**src/hw/rtl/hex_subchannel_point_locator_top_defines.svh**
```systemverilog
// ----------------------------------------------------------------------------
// Assertion macros for the hex subchannel point locator
// Concurrent checks that compile away when ASSERT_OFF is set.
// ----------------------------------------------------------------------------
`ifndef HEX_SUBCHANNEL_POINT_LOCATOR_TOP_DEFINES_SVH
`define HEX_SUBCHANNEL_POINT_LOCATOR_TOP_DEFINES_SVH
`ifndef ASSERT_OFF
// property must hold on every clock edge outside reset
`define HSPL_ASSERT(lbl, clk, rst_n, prop, msg) \
  lbl: assert property (@(posedge clk) disable iff (!rst_n) prop) else $error(msg);
// condition must never be true outside reset
`define HSPL_NEVER(lbl, clk, rst_n, cond, msg) \
  lbl: assert property (@(posedge clk) disable iff (!rst_n) !(cond)) else $error(msg);
`else
`define HSPL_ASSERT(lbl, clk, rst_n, prop, msg)
`define HSPL_NEVER(lbl, clk, rst_n, cond, msg)
`endif
`endif

```
**src/hw/rtl/hspl_pkg.sv**
```systemverilog
// ----------------------------------------------------------------------------
// hspl_pkg
// Shared widths, codes and control structs of the hex subchannel locator.
// ----------------------------------------------------------------------------
package hspl_pkg;

  localparam int MaxChannels = 512;
  localparam int CoordW      = 32;
  localparam int IdxW        = $clog2(MaxChannels);
  localparam int CntW        = 10;
  localparam int RegW        = 31;
  localparam int RingW       = 5;
  localparam int CfgIdxW     = 3;
  localparam int CfgDataW    = 32;

  localparam logic CMD_LOAD   = 1'b0;
  localparam logic CMD_LOCATE = 1'b1;

  localparam logic [1:0] KIND_CENTER = 2'd0;
  localparam logic [1:0] KIND_EDGE   = 2'd1;
  localparam logic [1:0] KIND_CORNER = 2'd2;

  localparam logic [CfgIdxW-1:0] REG_FLAT_TO_FLAT  = 3'd0;
  localparam logic [CfgIdxW-1:0] REG_DUCT_GAP      = 3'd1;
  localparam logic [CfgIdxW-1:0] REG_PIN_DIAMETER  = 3'd2;
  localparam logic [CfgIdxW-1:0] REG_LATTICE_PITCH = 3'd3;
  localparam logic [CfgIdxW-1:0] REG_RING_COUNT    = 3'd4;
  localparam logic [CfgIdxW-1:0] REG_CHANNEL_COUNT = 3'd5;

  typedef enum logic [1:0] {
    SQ_AXES,
    SQ_LIMS,
    SQ_TOP,
    SQ_SCAN
  } sq_sel_e;

  typedef struct packed {
    logic            load_wr;
    logic            query_cap;
    logic            prep;
    sq_sel_e         sq_sel;
    logic            classify;
    logic            scan_rd;
    logic [IdxW-1:0] scan_addr;
    logic            res_load;
  } hspl_cmd_t;

  typedef struct packed {
    logic [CntW-1:0] scan_len;
    logic            pipe_busy;
  } hspl_sts_t;

endpackage

```
**src/hw/rtl/hspl_ctrl.sv**
```systemverilog
// ----------------------------------------------------------------------------
// hspl_ctrl
// Sequencer: load/query dispatch, classify steps, table scan, result slot.
// ----------------------------------------------------------------------------
`include "hex_subchannel_point_locator_top_defines.svh"

module hspl_ctrl import hspl_pkg::*; (
  input  logic      clk_i,
  input  logic      rst_ni,
  input  logic      in_valid_i,
  input  logic      in_command_i,
  output logic      in_ready_o,
  input  logic      out_ready_i,
  output logic      out_valid_o,
  input  hspl_sts_t sts_i,
  output hspl_cmd_t cmd_o
);

  typedef enum logic [3:0] {
    ST_IDLE,
    ST_PREP,
    ST_SQ_AXES,
    ST_SQ_LIMS,
    ST_SQ_TOP,
    ST_CLASSIFY,
    ST_SCAN,
    ST_DRAIN,
    ST_FINISH
  } state_e;

  state_e          state_q;
  logic [CntW-1:0] scan_cnt_q;
  logic            out_valid_q;
  logic            slot_free;

  assign in_ready_o  = state_q == ST_IDLE;
  assign out_valid_o = out_valid_q;
  assign slot_free   = !out_valid_q || out_ready_i;

  always_comb begin
    cmd_o           = '0;
    cmd_o.sq_sel    = SQ_SCAN;
    cmd_o.scan_addr = scan_cnt_q[IdxW-1:0];
    unique case (state_q)
      ST_IDLE: begin
        cmd_o.load_wr   = in_valid_i && (in_command_i == CMD_LOAD);
        cmd_o.query_cap = in_valid_i && (in_command_i == CMD_LOCATE);
      end
      ST_PREP:     cmd_o.prep     = 1'b1;
      ST_SQ_AXES:  cmd_o.sq_sel   = SQ_AXES;
      ST_SQ_LIMS:  cmd_o.sq_sel   = SQ_LIMS;
      ST_SQ_TOP:   cmd_o.sq_sel   = SQ_TOP;
      ST_CLASSIFY: cmd_o.classify = 1'b1;
      ST_SCAN:     cmd_o.scan_rd  = 1'b1;
      ST_DRAIN:    ;
      ST_FINISH:   cmd_o.res_load = slot_free;
      default:     ;
    endcase
  end

  always_ff @(posedge clk_i or negedge rst_ni) begin
    if (!rst_ni) begin
      state_q     <= ST_IDLE;
      scan_cnt_q  <= '0;
      out_valid_q <= 1'b0;
    end else begin
      if (out_ready_i) begin
        out_valid_q <= 1'b0;
      end
      unique case (state_q)
        ST_IDLE: begin
          if (in_valid_i && (in_command_i == CMD_LOCATE)) begin
            state_q <= ST_PREP;
          end
        end
        ST_PREP:    state_q <= ST_SQ_AXES;
        ST_SQ_AXES: state_q <= ST_SQ_LIMS;
        ST_SQ_LIMS: state_q <= ST_SQ_TOP;
        ST_SQ_TOP:  state_q <= ST_CLASSIFY;
        ST_CLASSIFY: begin
          scan_cnt_q <= '0;
          state_q    <= (sts_i.scan_len == '0) ? ST_FINISH : ST_SCAN;
        end
        ST_SCAN: begin
          scan_cnt_q <= scan_cnt_q + 1'b1;
          if (scan_cnt_q + 1'b1 == sts_i.scan_len) begin
            state_q <= ST_DRAIN;
          end
        end
        ST_DRAIN: begin
          if (!sts_i.pipe_busy) begin
            state_q <= ST_FINISH;
          end
        end
        ST_FINISH: begin
          if (slot_free) begin
            out_valid_q <= 1'b1;
            state_q     <= ST_IDLE;
          end
        end
        default: state_q <= ST_IDLE;
      endcase
    end
  end

  `HSPL_ASSERT(a_res_slot_free, clk_i, rst_ni, cmd_o.res_load |-> (!out_valid_q || out_ready_i), "result overwrites a pending word")
  `HSPL_ASSERT(a_query_starts, clk_i, rst_ni, (state_q == ST_IDLE && in_valid_i && in_command_i == CMD_LOCATE) |=> (state_q == ST_PREP), "accepted query did not start")
  `HSPL_NEVER(a_scan_in_range, clk_i, rst_ni, (state_q == ST_SCAN) && (scan_cnt_q >= sts_i.scan_len), "scan address past channel count")
  `HSPL_NEVER(a_finish_drained, clk_i, rst_ni, (state_q == ST_FINISH) && sts_i.pipe_busy, "result taken before scan drained")

endmodule

```
**config.mk**
```make
export PLATFORM = sky130hd
export DESIGN_NAME = hspl_ctrl
export DESIGN_NICKNAME = d
export VERILOG_FILES = /design/src/hw/rtl/hspl_pkg.sv /design/src/hw/rtl/hspl_ctrl.sv
export VERILOG_INCLUDE_DIRS = /design/src /design/src/hw/rtl
export SDC_FILE = /design/constraint.sdc
export NUM_CORES = 1
export LEC_CHECK = 0
export ABC_AREA = 1
export ABC_CLOCK_PERIOD_IN_PS = 2280
export BUFFER_PORTS_ARGS = -buffer_cell sky130_fd_sc_hd__buf_4
export CAP_MARGIN = 20
export CORE_MARGIN = 2
export CORE_UTILIZATION = 35
export CTS_CLUSTER_SIZE = 12
export DETAILED_ROUTE_END_ITERATION = 10
export PLACE_DENSITY = 0.56
export SETUP_SLACK_MARGIN = 0.1
export SLEW_MARGIN = 30
export SYNTH_ARGS = -nofsm -noshare
export SYNTH_HDL_FRONTEND = slang
export SYNTH_SLANG_ARGS = --single-unit
```
**constraint.sdc**
```tcl
create_clock -name clk_i -period 2.28 [get_ports clk_i]
set_input_delay 0.228 -clock clk_i [delete_from_list [all_inputs] [get_ports clk_i]]
set_output_delay 0.228 -clock clk_i [all_outputs]
set_load 0.02 [all_outputs]
```
==> flow_metrics.py <==
metrics = {
    "run_status": {
        "status": "completed",
    },
    "synthesis": {
        "syn_inst": 191,
        "synthFlopType": "dfrtp_1",
        "yosysUniqueCellTypes": 20,
        "yosysMostFrequentCell": "nand2_1",
        "syn_area_um2": 1210,
        "synth_top_area_share": 0.311,
        "synthTopCellsByArea": "dfrtp_1 (31%), nand2_1 (16%), inv_1 (11%), nand3_1 (10%), nor2_1 (5.9%)",
        "synth_seq_area_share": 0.311,
        "yosys_warnings": 0,
        "synth_area_per_cell_um2": 6.31,
        "synth_edf_count": 0,
        "async_flop_share": 1.00,
        "syn_nets": 208,
        "synth_top_cell_by_area": "dfrtp_1",
        "synth_seq_cells": 15,
        "synthTopCellsByCount": "nand2_1 (50), inv_1 (34), nand3_1 (25), nor2_1 (19), dfrtp_1 (15)",
    },
    "pwr": {
        "leakagePower_nw": 0.780,
        "p_per_area_nw_per_um2": 846,
        "finalPower_mw": 1.26,
        "peakVddDrop_uv": 728,
    },
    "route": {
        "vias": 1304,
        "drc": 0,
        "first_iter_violations": 45,
        "wl_mm": 3.28,
        "routedWlPerCell_um": 12.3,
        "viasPerCell": 4.88,
        "ant_nets": 0,
        "drt-pass1-iter-count": 4,
    },
    "cts": {
        "cts_tree": "yes",
        "clock-sinks": 15,
        "cts-root-buf": "clkbuf_4",
        "clock_latency_ns": 0.29,
        "cts_buffers": 3,
        "clk_pin_slew_ns": 0.11,
        "h-tree-depth": 1,
        "clockBufferDepth": 2,
        "post_cts_resized": 0,
    },
    "global_route": {
        "overflow": 0,
        "grt_pass1_vias": 1261,
        "grt_max_degree": 16,
        "grt_pass1_wl_mm": 5.65,
        "grt_antenna_before_repair": 0,
        "grt_usage": 0.182,
    },
    "floorplanning": {
        "die_w_um": 62.7,
        "fp-row-count": 21,
        "ios": 35,
        "die_area_um2": 3930,
        "core_area_um2": 3310,
        "die-height_um": 62.7,
        "initial_core_util": 0.364,
    },
    "worst_hold_path": {
        "min_path_type": "input port to register",
    },
    "timing": {
        "period_minus_slack_ns": 1.94,
        "rsz0062_at_grt": "no",
        "maxSlewViolCount": 0,
        "fmax_mhz": 515,
        "fin_tns_setup_ns": 0,
        "hold_viol": 0,
        "worst_pin_slew_ns": 0.484,
        "setup_violations": 0,
        "skew_ns": 0.0119,
        "fin_ws_ns": 0.337,
        "post-route-period-util": 0.852,
        "slew_headroom": 0.674,
    },
    "placed_design": {
        "dp_hpwl_mm": 2.64,
        "port_buffers": 34,
        "gp_congestion": 0.864,
        "dp.cells": 262,
        "post-place-ws_ns": 0.385,
    },
    "worst_setup_path": {
        "critPathSlowestCell": "dfrtp_1",
        "cp_data_required_time_ns": 2.46,
        "cp_cell_sequence": "ha_1 -> nand2_1 -> inv_1 -> nand3_1 -> nand2_1 -> nor2_1 -> nor2_1 -> nand3_1 -> nor2_1 -> nand2_1 -> nand2_2 -> nand2_2 -> nand2_2 -> nand2_1",
        "arrival_ns": 2.12,
        "worstSetupPathType": "register to register",
        "critPathBufInv": 1,
        "cp-start-kind": "register",
        "cp_max_fo": 5,
        "path_common_cell": "nand2_1",
        "worst_setup_path_end_kind": "register",
        "critPathMaxStageDelay_ns": 0.45,
        "crit_family": "simple AND/OR/NAND/NOR gates",
    },
    "finish": {
        "final_util": 0.450,
        "area_delta_synth_final_pct": 23.7,
        "nets": 239,
        "fillerInstances": 380,
        "drive_gt1_frac": 0.213,
        "diodes": 0,
        "instances_no_fill": 267,
    },
    "run": {
        "cap_violations": 0,
    },
}
[logic make-up after synthesis]
kind of cell / share of synthesized area
simple gates: 0.433
buf+inv: 0.165
compound gates: 0.0809
flops: 0.311
fa+ha+maj: 0.0104
[metrics by stage]
step	hold WS [ns]	area (um^2)
4_1_cts	0.133	1490
2_1_floorplan	-0.0676	1210
5_1_grt	0.153	1490
3_5_place_dp	0.103	1460
3_3_place_gp	0.0982	1460
6_report	0.143	1490
[layout by cell type (no fill, tap or decap)]
cell and count:
nor2_4 1, clkbuf_1 1, dfrtp_1 15, dlygate4sd3_1 1, inv_1 34, o21ai_2 1
nand4_1 3, nand3b_1 1, a21oi_1 1, nand3_1 25, nor3_4 1, o21ai_0 8
o22ai_1 7, buf_4 35, nor3_1 6, nand2_1 50, ha_1 1, nor2_1 19
nand2_2 5, nor4_1 2, nand3_2 1, clkbuf_4 3
[final cells by class]
cell class,instances,area (um^2),area share
Sequential cell,15,375,0.252
Multi-Input combinational cell,132,632,0.424
Timing Repair Buffer,36,273,0.183
Inverter,34,128,0.0856
Clock buffer,4,26.3,0.0176
Tap cell,46,57.6,0.0386
[worst paths after layout]
| check | cells past startpoint | start | endpoint | slack [ns] |
|---|---|---|---|---|
| max | 14 | scan_cnt_q[0]$_DFFE_PN0P_ | state_q[1]$_DFFE_PN0P_ | 0.34 |
| min | 2 | out_ready_i | out_valid_o$_DFF_PN0_ | 0.14 |
| max reg2reg | 14 | scan_cnt_q[0]$_DFFE_PN0P_ | state_q[1]$_DFFE_PN0P_ | 0.34 |
| min reg2reg | 2 | scan_cnt_q[9]$_DFFE_PN0P_ | scan_cnt_q[9]$_DFFE_PN0P_ | 0.58 |
| max in group asynchronous | 2 | rst_ni | scan_cnt_q[7]$_DFFE_PN0P_ | 1.76 |
| min in group asynchronous | 2 | rst_ni | scan_cnt_q[2]$_DFFE_PN0P_ | 0.32 |
[flip-flops by register name, indices dropped and copies added (netlist names)]
| register | cells |
|---|---|
| out_valid_o | 1 |
| scan_cnt_q | 10 |
| state_q | 4 |
[layer usage]
metal / share of wire / routed length, um / global-route usage
met5: 0 / 0 / 0
met3: 0.060 / 196 / 0.0306
met1: 0.45 / 1480 / 0.244
met2: 0.48 / 1590 / 0.300
met4: 0.0064 / 21 / 0.0583
[what timing repair did]
action | 4_1_cts | 5_1_grt
hold buffers | 1 | 0
setup buffers | 0 | 0
endpoints found under the hold margin | 15 | 0
[power breakdown]
part | leakage [nW] | internal, mW | switching [mW]
Sequential | 0.203 | 0.316 | 0.0765
Combinational | 0.563 | 0.261 | 0.446
Clock | 0.0150 | 0.0679 | 0.0938
Total | 0.780 | 0.645 | 0.616
Note: power is estimated with default switching activity, not from simulation.
